File: src/hw/rtl/cppm_frame_decoder_assert.svh
// Assertion helpers for the CPPM frame decoder.
// Each one checks on the rising edge of clk and is quiet while rst_n is low.
`ifndef CPPM_FRAME_DECODER_ASSERT_SVH
`define CPPM_FRAME_DECODER_ASSERT_SVH

// Same-cycle implication.
`define CFD_ASSERT_NOW(lbl, ante, cons, msg) \
  lbl: assert property (@(posedge clk) disable iff (!rst_n) (ante) |-> (cons)) \
    else $error(msg);

// Next-cycle implication.
`define CFD_ASSERT_NEXT(lbl, ante, cons, msg) \
  lbl: assert property (@(posedge clk) disable iff (!rst_n) (ante) |=> (cons)) \
    else $error(msg);

`endif

File: src/hw/rtl/cfd_pkg.sv
`default_nettype none
package cfd_pkg;

  localparam int MAX_CHANNELS = 8;
  // Frames never exceed eight channels, whatever the store could hold.
  localparam int STORE_CAP = (MAX_CHANNELS < 8) ? MAX_CHANNELS : 8;
  localparam int IDX_W = (STORE_CAP > 1) ? $clog2(STORE_CAP) : 1;
  localparam int CNT_W = $clog2(STORE_CAP + 1);

  localparam int VAL_W     = 16;
  localparam int ACT_W     = 2;
  localparam int CFG_IDX_W = 2;
  localparam int OIDX_W    = 3;
  localparam int OCNT_W    = 4;

  localparam logic [ACT_W-1:0] ACT_PULSE    = 2'd0;
  localparam logic [ACT_W-1:0] ACT_OVERFLOW = 2'd1;
  localparam logic [ACT_W-1:0] ACT_FALL     = 2'd2;

  localparam logic [CFG_IDX_W-1:0] CFG_SYNC_MIN  = 2'd0;
  localparam logic [CFG_IDX_W-1:0] CFG_INPUT_MIN = 2'd1;
  localparam logic [CFG_IDX_W-1:0] CFG_INPUT_MAX = 2'd2;

  localparam logic [VAL_W-1:0] SYNC_MIN_RST  = 16'd3000;
  localparam logic [VAL_W-1:0] INPUT_MIN_RST = 16'd800;
  localparam logic [VAL_W-1:0] INPUT_MAX_RST = 16'd2200;

  typedef enum logic [1:0] {
    ST_IDLE,
    ST_READ,
    ST_LOAD
  } state_t;

  typedef struct packed {
    logic [VAL_W-1:0] sync_min;
    logic [VAL_W-1:0] input_min;
    logic [VAL_W-1:0] input_max;
  } cfg_t;

  typedef struct packed {
    logic             wr_en;
    logic [IDX_W-1:0] wr_addr;
    logic [VAL_W-1:0] wr_data;
    logic             rd_en;
    logic [IDX_W-1:0] rd_addr;
  } ram_req_t;

  typedef struct packed {
    logic              valid;
    logic [OIDX_W-1:0] index;
    logic [OCNT_W-1:0] frame_n;
    logic              last;
  } load_t;

  typedef struct packed {
    logic busy;
    logic count_zero;
  } stat_t;

endpackage
`default_nettype wire

File: src/hw/rtl/cfd_ram.sv
`default_nettype none
module cfd_ram #(
  parameter int DEPTH = 8,
  parameter int WIDTH = 16,
  parameter int AW    = (DEPTH > 1) ? $clog2(DEPTH) : 1
) (
  input  wire logic             clk,
  input  wire logic             wr_en,
  input  wire logic [AW-1:0]    wr_addr,
  input  wire logic [WIDTH-1:0] wr_data,
  input  wire logic             rd_en,
  input  wire logic [AW-1:0]    rd_addr,
  output logic      [WIDTH-1:0] rd_data
);

  logic [WIDTH-1:0] mem [DEPTH];

  always_ff @(posedge clk) begin
    if (wr_en) begin
      mem[wr_addr] <= wr_data;
    end
  end

  // Read data holds until the next read.
  always_ff @(posedge clk) begin
    if (rd_en) begin
      rd_data <= mem[rd_addr];
    end
  end

endmodule
`default_nettype wire

File: src/hw/rtl/cfd_ctrl.sv
`default_nettype none
module cfd_ctrl (
  input  wire logic                         clk,
  input  wire logic                         rst_n,
  input  wire cfd_pkg::cfg_t                cfg,
  input  wire logic                         in_valid,
  input  wire logic [cfd_pkg::ACT_W-1:0]    in_action,
  input  wire logic [cfd_pkg::VAL_W-1:0]    in_pulse_width,
  input  wire logic [cfd_pkg::VAL_W-1:0]    in_pulse_period,
  input  wire logic                         out_free,
  output cfd_pkg::ram_req_t                 ram_req,
  output cfd_pkg::load_t                    load,
  output cfd_pkg::stat_t                    stat
);

  cfd_pkg::state_t                state_r, state_nxt;
  logic [cfd_pkg::CNT_W-1:0]      count_r, count_nxt;
  logic                           ovf_r, ovf_nxt;
  logic [cfd_pkg::CNT_W-1:0]      frame_n_r, frame_n_nxt;
  logic [cfd_pkg::IDX_W-1:0]      rd_idx_r, rd_idx_nxt;
  logic                           in_fire;
  logic                           last;
  logic                           in_window;

  assign in_fire   = in_valid && (state_r == cfd_pkg::ST_IDLE);
  assign last      = (cfd_pkg::CNT_W'(rd_idx_r) + cfd_pkg::CNT_W'(1)) == frame_n_r;
  assign in_window = (in_pulse_period >= cfg.input_min) &&
                     (in_pulse_period <= cfg.input_max);

  assign stat.busy       = (state_r != cfd_pkg::ST_IDLE);
  assign stat.count_zero = (count_r == '0);

  always_ff @(posedge clk) begin
    if (!rst_n) begin
      state_r   <= cfd_pkg::ST_IDLE;
      count_r   <= '0;
      ovf_r     <= 1'b0;
      frame_n_r <= '0;
      rd_idx_r  <= '0;
    end else begin
      state_r   <= state_nxt;
      count_r   <= count_nxt;
      ovf_r     <= ovf_nxt;
      frame_n_r <= frame_n_nxt;
      rd_idx_r  <= rd_idx_nxt;
    end
  end

  always_comb begin
    state_nxt       = state_r;
    count_nxt       = count_r;
    ovf_nxt         = ovf_r;
    frame_n_nxt     = frame_n_r;
    rd_idx_nxt      = rd_idx_r;
    ram_req.wr_en   = 1'b0;
    ram_req.wr_addr = count_r[cfd_pkg::IDX_W-1:0];
    ram_req.wr_data = in_pulse_period;
    ram_req.rd_en   = 1'b0;
    ram_req.rd_addr = rd_idx_r;
    load.valid      = 1'b0;
    load.index      = cfd_pkg::OIDX_W'(rd_idx_r);
    load.frame_n    = cfd_pkg::OCNT_W'(frame_n_r);
    load.last       = last;
    case (state_r)
      cfd_pkg::ST_IDLE: begin
        if (in_fire) begin
          case (in_action)
            cfd_pkg::ACT_PULSE: begin
              if (ovf_r) begin
                count_nxt = '0;
              end else if (in_pulse_width >= cfg.sync_min) begin
                if (count_r != '0) begin
                  frame_n_nxt = count_r;
                  count_nxt   = '0;
                  rd_idx_nxt  = '0;
                  state_nxt   = cfd_pkg::ST_READ;
                end
              end else if (in_window) begin
                // Drop the period once the store is full.
                if (count_r < cfd_pkg::CNT_W'(cfd_pkg::STORE_CAP)) begin
                  ram_req.wr_en = 1'b1;
                  count_nxt     = count_r + cfd_pkg::CNT_W'(1);
                end
              end else begin
                count_nxt = '0;
              end
              ovf_nxt = 1'b0;
            end
            cfd_pkg::ACT_OVERFLOW: begin
              ovf_nxt = 1'b1;
            end
            cfd_pkg::ACT_FALL: begin
              if (ovf_r) begin
                count_nxt = '0;
              end
            end
            default: begin
            end
          endcase
        end
      end
      cfd_pkg::ST_READ: begin
        ram_req.rd_en = 1'b1;
        state_nxt     = cfd_pkg::ST_LOAD;
      end
      cfd_pkg::ST_LOAD: begin
        // Hold the read data until the output slot frees up.
        if (out_free) begin
          load.valid = 1'b1;
          if (last) begin
            state_nxt = cfd_pkg::ST_IDLE;
          end else begin
            rd_idx_nxt = rd_idx_r + cfd_pkg::IDX_W'(1);
            state_nxt  = cfd_pkg::ST_READ;
          end
        end
      end
      default: begin
        state_nxt = cfd_pkg::ST_IDLE;
      end
    endcase
  end

endmodule
`default_nettype wire

File: src/hw/rtl/cfd_out.sv
`default_nettype none
module cfd_out (
  input  wire logic                          clk,
  input  wire logic                          rst_n,
  input  wire cfd_pkg::load_t                load,
  input  wire logic [cfd_pkg::VAL_W-1:0]     rd_data,
  input  wire logic                          out_stall,
  output logic                               out_free,
  output logic                               out_valid,
  output logic      [cfd_pkg::OIDX_W-1:0]    out_channel_index,
  output logic      [cfd_pkg::VAL_W-1:0]     out_channel_value,
  output logic      [cfd_pkg::OCNT_W-1:0]    out_frame_channels,
  output logic                               out_last_in_frame
);

  logic                          valid_r;
  logic [cfd_pkg::OIDX_W-1:0]    index_r;
  logic [cfd_pkg::VAL_W-1:0]     value_r;
  logic [cfd_pkg::OCNT_W-1:0]    frame_n_r;
  logic                          last_r;

  assign out_free = !valid_r || !out_stall;

  always_ff @(posedge clk) begin
    if (!rst_n) begin
      valid_r <= 1'b0;
    end else if (out_free) begin
      valid_r <= load.valid;
    end
  end

  always_ff @(posedge clk) begin
    if (load.valid && out_free) begin
      index_r   <= load.index;
      value_r   <= rd_data;
      frame_n_r <= load.frame_n;
      last_r    <= load.last;
    end
  end

  assign out_valid          = valid_r;
  assign out_channel_index  = index_r;
  assign out_channel_value  = value_r;
  assign out_frame_channels = frame_n_r;
  assign out_last_in_frame  = last_r;

endmodule
`default_nettype wire

File: src/hw/rtl/cppm_frame_decoder.sv
// CPPM frame decoder: turns capture events into per-channel frame results.
// Input channel (in_valid / in_stall): one capture event per item; in_action
// selects pulse captured, timer overflow or falling edge, and the pulse width
// and period are used only for a captured pulse. Output channel (out_valid /
// out_stall): one item per channel of a finished frame, in channel order,
// with the frame size and a last mark on the final channel.
// Configuration port: cfg_write_en writes cfg_data into the register chosen
// by cfg_index (0 sync_min, 1 input_min, 2 input_max); write only when idle.
// Readout: an item that does not end a frame leaves in_stall low, so the
// next item can follow right behind it. A sync pulse with n stored channels
// holds in_stall high while the store is read out one channel at a time: a
// read of the channel store (ST_READ), then a load of the output register
// (ST_LOAD); the next channel is read only after that result is loaded.
// A stalled output freezes the readout with the pending data held; the next
// input item is taken as soon as the last result sits in the output register.
// Reset (rst_n low, synchronous) restores the default thresholds and clears
// the channel count, the overflow flag and the output valid. The channel
// store itself is not cleared; only entries written since are read out.
`default_nettype none
module cppm_frame_decoder (
  input  wire logic                              clk,
  input  wire logic                              rst_n,
  input  wire logic                              in_valid,
  output logic                                   in_stall,
  input  wire logic [cfd_pkg::ACT_W-1:0]         in_action,
  input  wire logic [cfd_pkg::VAL_W-1:0]         in_pulse_width,
  input  wire logic [cfd_pkg::VAL_W-1:0]         in_pulse_period,
  output logic                                   out_valid,
  input  wire logic                              out_stall,
  output logic      [cfd_pkg::OIDX_W-1:0]        out_channel_index,
  output logic      [cfd_pkg::VAL_W-1:0]         out_channel_value,
  output logic      [cfd_pkg::OCNT_W-1:0]        out_frame_channels,
  output logic                                   out_last_in_frame,
  input  wire logic                              cfg_write_en,
  input  wire logic [cfd_pkg::CFG_IDX_W-1:0]     cfg_index,
  input  wire logic [cfd_pkg::VAL_W-1:0]         cfg_data
);

  `include "cppm_frame_decoder_assert.svh"

  cfd_pkg::cfg_t                cfg_r;
  cfd_pkg::ram_req_t            ram_req;
  cfd_pkg::load_t               load;
  cfd_pkg::stat_t               stat;
  logic [cfd_pkg::VAL_W-1:0]    rd_data;
  logic                         out_free;

  // Threshold registers; writes to an unused index are dropped.
  always_ff @(posedge clk) begin
    if (!rst_n) begin
      cfg_r.sync_min  <= cfd_pkg::SYNC_MIN_RST;
      cfg_r.input_min <= cfd_pkg::INPUT_MIN_RST;
      cfg_r.input_max <= cfd_pkg::INPUT_MAX_RST;
    end else if (cfg_write_en) begin
      case (cfg_index)
        cfd_pkg::CFG_SYNC_MIN:  cfg_r.sync_min  <= cfg_data;
        cfd_pkg::CFG_INPUT_MIN: cfg_r.input_min <= cfg_data;
        cfd_pkg::CFG_INPUT_MAX: cfg_r.input_max <= cfg_data;
        default: begin
        end
      endcase
    end
  end

  // Hold off new items during a frame readout.
  assign in_stall = stat.busy;

  cfd_ctrl u_ctrl (
    .clk             (clk),
    .rst_n           (rst_n),
    .cfg             (cfg_r),
    .in_valid        (in_valid),
    .in_action       (in_action),
    .in_pulse_width  (in_pulse_width),
    .in_pulse_period (in_pulse_period),
    .out_free        (out_free),
    .ram_req         (ram_req),
    .load            (load),
    .stat            (stat)
  );

  // Channel store: written at the channel count, read during readout only,
  // so a write and a read never meet in the same cycle.
  cfd_ram #(
    .DEPTH (cfd_pkg::STORE_CAP),
    .WIDTH (cfd_pkg::VAL_W)
  ) u_ram (
    .clk     (clk),
    .wr_en   (ram_req.wr_en),
    .wr_addr (ram_req.wr_addr),
    .wr_data (ram_req.wr_data),
    .rd_en   (ram_req.rd_en),
    .rd_addr (ram_req.rd_addr),
    .rd_data (rd_data)
  );

  cfd_out u_out (
    .clk                (clk),
    .rst_n              (rst_n),
    .load               (load),
    .rd_data            (rd_data),
    .out_stall          (out_stall),
    .out_free           (out_free),
    .out_valid          (out_valid),
    .out_channel_index  (out_channel_index),
    .out_channel_value  (out_channel_value),
    .out_frame_channels (out_frame_channels),
    .out_last_in_frame  (out_last_in_frame)
  );

  // The count is cleared as soon as a readout begins.
  `CFD_ASSERT_NOW(a_busy_count_clear, stat.busy, stat.count_zero, "count not clear during readout")
  // Every result lies inside its frame.
  `CFD_ASSERT_NOW(a_index_in_frame, out_valid, (4'(out_channel_index) < out_frame_channels), "channel index beyond frame size")
  // The last mark sits on the final channel and nowhere else.
  `CFD_ASSERT_NOW(a_last_mark, out_valid, (out_last_in_frame == ((4'(out_channel_index) + 4'd1) == out_frame_channels)), "last mark misplaced")
  // Never load a result into an occupied output slot.
  `CFD_ASSERT_NEXT(a_load_needs_free, (load.valid && !out_free), 1'b0, "load into an occupied output slot")

endmodule
`default_nettype wire

File: config.mk
export PLATFORM = sky130hd
export DESIGN_NAME = cppm_frame_decoder
export DESIGN_NICKNAME = d
export VERILOG_FILES = /design/src/hw/rtl/cfd_pkg.sv /design/src/hw/rtl/cfd_ram.sv /design/src/hw/rtl/cfd_ctrl.sv /design/src/hw/rtl/cfd_out.sv /design/src/hw/rtl/cppm_frame_decoder.sv
export VERILOG_INCLUDE_DIRS = /design/src /design/src/hw/rtl
export SDC_FILE = /design/constraint.sdc
export NUM_CORES = 1
export LEC_CHECK = 0
export ABC_AREA = 1
export BUFFER_PORTS_ARGS = -buffer_cell sky130_fd_sc_hd__buf_4
export CAP_MARGIN = 10
export CORE_MARGIN = 1
export CORE_UTILIZATION = 38
export DETAILED_ROUTE_END_ITERATION = 12
export GPL_ROUTABILITY_DRIVEN = 1
export PLACE_DENSITY_LB_ADDON = 0.3
export SLEW_MARGIN = 25
export SYNTH_ARGS = -nofsm -noshare
export SYNTH_HDL_FRONTEND = slang
export SYNTH_SLANG_ARGS = --single-unit
File: constraint.sdc
create_clock -name clk -period 4.12 [get_ports clk]
set_clock_uncertainty 0.15 [all_clocks]
set_input_delay 0.824 -clock clk [delete_from_list [all_inputs] [get_ports clk]]
set_output_delay 0.824 -clock clk [all_outputs]
set_load 0.01 [all_outputs]
**Word-level counts from Yosys, hierarchy flattened**

Memory sizes are Yosys's and may differ from the RTL's. A register that Yosys moved wholly into a read port is not among the register bits.
Index checks and enable logic that the tools add are counted.

- Logic and storage cells: 97
- Register bits after elaboration: 87
- Output and inout port bits: 26
- Bits in writable memories: 128
- Input bits: 57
- Memories kept: 1

- Eq/ne operators: 17
- Add/subtract/negate cells: 3
- Reductions and logical operators: 22
- Bitwise gates (word level): 1
- Mux-type cells: 36
- $lt $le $gt $ge: 4

Memory list:

| name | words | bits a word | read ports | clocked after Yosys merged registers in | wr ports | RTL line | text |
|---|---|---|---|---|---|---|---|
| u_ram.mem | 8 | 16 | 1 | 1 | 1 | cfd_ram.sv:16 | `logic [WIDTH-1:0] mem [DEPTH];` |

Operators with widths:

| kind | number |
|---|---|
| $ge 16x16->1 | 2 |
| $mux 4 | 6 |
| $mux 3 | 7 |
| $reduce_and 6->1 | 3 |
| $le 16x16->1 | 1 |
| $mux 1 | 13 |
| $mux 2 | 6 |
| $ne 2x2->1 const B | 5 |
| $pmux 4 s2 | 1 |
| $reduce_and 8->1 | 1 |
| $reduce_bool 2->1 | 4 |
| $eq 2x1->1 const B | 3 |
| $eq 2x2->1 const B | 3 |
| $logic_not 2->1 | 3 |
| $ne 2x1->1 const B | 3 |
| $pmux 2 s3 | 1 |
| $pmux 3 s2 | 1 |
| $reduce_and 2->1 | 3 |
| $ne 5x4->1 const B | 1 |
| $add 3x1->4 const B | 1 |
| $add 4x1->4 const B | 1 |
| $eq 4x4->1 | 1 |
| $lt 4x4->1 const B | 1 |
| $ne 4x3->1 const B | 1 |
| 8 further kinds | 11 |

**Longest topological paths before layout**

- Word-level depth: 10
- Mapped depth: 18
- Gate-level depth less buffers: 18

**By module**

Synthesis repeated with hierarchy kept, for this count alone.

- Cell total of the unflattened synthesis: 1278
- Area total of the unflattened synthesis: 11253.3 um^2

Modules (own cells, without submodules):

| module | times used | cells an instance | sequential area each (um^2) | area each (um^2) |
|---|---|---|---|---|
| cfd_ram | 1 | 587 | 4324.1 | 6149.6 |
| cfd_ctrl | 1 | 376 | 280.3 | 2389.8 |
| cppm_frame_decoder | 1 | 285 | 960.9 | 1945.6 |
| cfd_out | 1 | 30 | 740.7 | 768.2 |

**Worst setup path before layout**

OpenSTA, ideal clock, no wires.

- Path type: input -> register
- Start: in in_pulse_width[13] in the netlist's numbering
- End: mem u_ram.mem[1][0] (enable)
- Path buffers: 0
- Library setup time: 0.388 ns
- Arrival: 2.670 ns
- Stages on the path: 10
- Data required time: 3.582 ns
- Setup slack: 0.911 ns
- Cells stage by stage: ha_1 -> nand2_1 -> inv_1 -> nor2_1 -> o21ai_1 -> a21oi_2 -> nand3_4 -> nor2_4 -> nand4_1 -> nor2_1

- Longest elaborated chain between the ends: 8

Ends and longest elaborated chain:

| item | RTL line | text |
|---|---|---|
| from (decl) | cppm_frame_decoder.sv:26 | `input wire logic [cfd_pkg::VAL_W-1:0] in_pulse_width,` |
| $ge 16x16->1 | cfd_ctrl.sv:71 | `end else if (in_pulse_width >= cfg.sync_min) begin` |
| $mux 1 | cfd_ctrl.sv:71 |  |
| $mux 1 | cfd_ctrl.sv:69 | `if (ovf_r) begin` |
| $mux 1 | cfd_ctrl.sv:67 | `case (in_action)` |
| $mux 1 | cfd_ctrl.sv:66 | `if (in_fire) begin` |
| $mux 1 | cfd_ctrl.sv:64 | `case (state_r)` |
| $mux 1 | cfd_ram.sv:19 | `if (wr_en) begin` |
| $mux 1 (implied by the code) | cfd_ram.sv:20 | `mem[wr_addr] <= wr_data;` |
| to (decl) | cfd_ram.sv:16 |  |

Every way passes these cells.

**Worst setup path after layout**

- Start: in in_pulse_period[7] in the netlist's numbering
- End: mem u_ram.mem[3][9] (enable)

- Longest elaborated chain between the ends: 10
- Elaborated cells between the ends (all ways): 11
- Those cells by class: order compare: 2; mux: 8; reduce/logical: 1

Ends and longest elaborated chain:

| item | RTL line | text |
|---|---|---|
| from (decl) | cppm_frame_decoder.sv:27 | `input wire logic [cfd_pkg::VAL_W-1:0] in_pulse_period,` |
| $ge 16x16->1 / $le 16x16->1 (equally long branches) | cfd_ctrl.sv:27, cfd_ctrl.sv:28 |  |
| $logic_and 1x1->1 (*) | cfd_ctrl.sv:27 | `assign in_window = (in_pulse_period >= cfg.input_min) &&` |
| $mux 1 (*) | cfd_ctrl.sv:78 | `end else if (in_window) begin` |
| $mux 1 (*) | cfd_ctrl.sv:71 |  |
| $mux 1 (*) | cfd_ctrl.sv:69 |  |
| $mux 1 (*) | cfd_ctrl.sv:67 |  |
| $mux 1 (*) | cfd_ctrl.sv:66 |  |
| $mux 1 (*) | cfd_ctrl.sv:64 |  |
| $mux 1 (*) | cfd_ram.sv:19 |  |
| $mux 1 (implied by the code) (*) | cfd_ram.sv:20 |  |

Mark *: on every way between the ends. The rest lies on a longest branch, timed or not.

==> impl_metrics.ini <==
[critical_path]
arrival_ps = 2760
worst_ep_required_time_ps = 4170
startpoint_type = primary input
crit_path_max_fanout = 16
end_kind = register
crit_path_start = in_pulse_period[7]
path_class = in2reg
rr_startpoint = cfg_r[37]

[cells_and_area]
final_cell_mix = 168 x edfxtp_1, 156 x nor2_1, 106 x o21ai_0
diodes = 0
layout-drive-gt1-share = 0.154
fin_util = 0.462
final_common_cell = edfxtp_1
final_cells = 1362
area_growth_pct = 18.3
fillers = 2408
num-nets-final = 1121
final_area_sq_um = 11700

[placed_design]
placed_cell_area_sq_um = 10900
dp.cells = 1316
routabilityCongestion = 0.795
pre_cts_ws_ps = 853
dp_hpwl_um = 14000
port-buffer-count = 82

[status]
run_status = completed

[yosys]
netlist_instances = 927
synth_edf_count = 168
ys_warn_count = 0
yosysSeqAreaShare = 0.635
ys_types = 35
ys.flop_type = edfxtp_1
synth_area_per_cell_sq_um = 10.7
synth_area_sq_um = 9920
yosys_register_bits = 231
async_reset_ff_frac = 0
synth_nets = 1035

[global_routing]
antenna_found_initial = 0
grt_pass1_wl_um = 33700
first_global_vias = 6466
gr-total-overflow = 0
grt_max_degree = 69
grtUsageTotal = 0.160

[routing]
via_per_inst = 4.91
vias = 6691
wl_per_cell_um = 15.2
drtPass1Iterations = 5
drt_iter0_markers = 426
wirelength_um = 20700
drc = 0
drtAntennaViolNets = 0

[min_path]
hp-class = reg2reg
hold_start = u_ram.rd_data[10]

[floorplan]
rows = 58
floorplan.initialDensity = 0.391
io_pins = 83
dieArea_sq_um = 26800
core_area_sq_um = 25400
fp.dieH_um = 164
die_x_um = 164

[power_and_ir_drop]
p_leak_uw = 0.00455
ir_drop_mv = 0.241
p_per_area_nw_per_um2 = 440

[sta]
tns_ps = 0
fin_crit_sh = 0.656
max-slew-margin-rel = 0.462
finalHoldViolations = 0
finalMaxSlewViolations = 0
finalCriticalPeriod_ps = 2700
grt_setup_unrepaired = no
fin_ws_ps = 1420
clock.fmax_mhz = 370
tightest_slew_ps = 805
setup_violations = 0

[cts]
clkTransAtPathRegs_ps = 60
cts_resized = 0
clk_latency_ps = 520
clk_path_buf_depth = 3
numCtsBuffers = 25
ctsHoldBuffers = 0
ctsRootBufferMaster = clkbuf_16
h-tree-depth = 1
cts.sinks = 231
post_cts_buffers = 0
cts_tree = yes

[flow_run]
max_cap_viol_count = 0
==> cell type report <==
| cell class | instances | area, sq um | area share |
|---|---|---|---|
| flip-flops and latches | 231 | 6310 | 0.537 |
| clock buffers | 32 | 662 | 0.0564 |
| inverters | 94 | 353 | 0.0300 |
| repair buffers | 95 | 713 | 0.0607 |
| well taps | 330 | 413 | 0.0352 |
| multi-input cells | 566 | 3120 | 0.265 |
| clock inverters | 14 | 179 | 0.0152 |
==> per-layer routing <==
metal / up-vias / wire (um) / track usage
met3: 36 / 959 / 0.0259
met4: 0 / 451 / 0.0484
met5: - / 0 / 0
met1: 3109 / 9570 / 0.216
li1: 3390 / - / -
met2: 156 / 9700 / 0.264
==> flip-flops by register name, indices dropped and copies added (netlist names), 2 cells and up <==
register and count:
u_ram.mem 128, cfg_r 48, u_out.out_channel_value 16, u_ram.rd_data 16
u_ctrl.count_r 4, u_ctrl.frame_n_r 4, u_out.out_frame_channels 4, u_ctrl.rd_idx_r 3
u_out.out_channel_index 3, u_ctrl.state_r 2
==> kinds of logic (layout without fill, tap and decap cells) <==
kind of cell / count (synthesis) / after routing / share of synthesized area
AOI/OAI and AO/OA: 219 / 219 / 0.120
xor gates and xnor gates: 5 / 5 / 0.00441
adders and majority gates: 51 / 51 / 0.0643
buffers and inverters: 130 / 235 / 0.0509
DFF: 231 / 231 / 0.635
and+or+nand+nor: 291 / 291 / 0.125
==> critical path: stages <==
cell and delay [ps]:
buf_4 160, ha_1 300, nand2_1 80, nor3_1 290, nand4_1 140, nand2_1 100, nand2_1 90, nor2_4 160
nand4_1 200, nor2_1 140, buf_4 270
==> synthesized netlist by cell type (all sizes together) (15+ instances only) <==
cell type	n	area [sq um]
a21oi	60	308
a31oi	16	100
clkbuf	23	90.1
dfxtp	63	1260
edfxtp	168	5040
ha	51	638
inv	94	353
nand2	98	375
nand3	15	115
nor2	162	633
o211ai	15	113
o21ai	107	536
o22ai	16	100
==> metrics by stage <==
stage / hold slack, ps / total power (uW)
after floorplan: 250 / 2800
after global placement: 252 / 2940
after detailed placement: 256 / 2940
after CTS: 270 / 5230
after global routing: 274 / 5380
final: 268 / 5170
==> power by group <==
part           switching [uW]  internal, uW
logic                     224           134
clock network             892          1390
registers                13.3          2520
total                    1130          4040
==> final timing paths <==
| kind | to | slack, ps | depth (start not counted) |
|---|---|---|---|
| worst min-delay path | u_out.out_channel_value[10] | 270 | 0 |
| worst max register to register | u_ram.mem[3][9] | 1530 | 12 |
| worst min register to register | u_out.out_channel_value[10] | 270 | 0 |
| worst max-delay path | u_ram.mem[3][9] | 1420 | 11 |
Note: power is estimated with default switching activity, not from simulation.
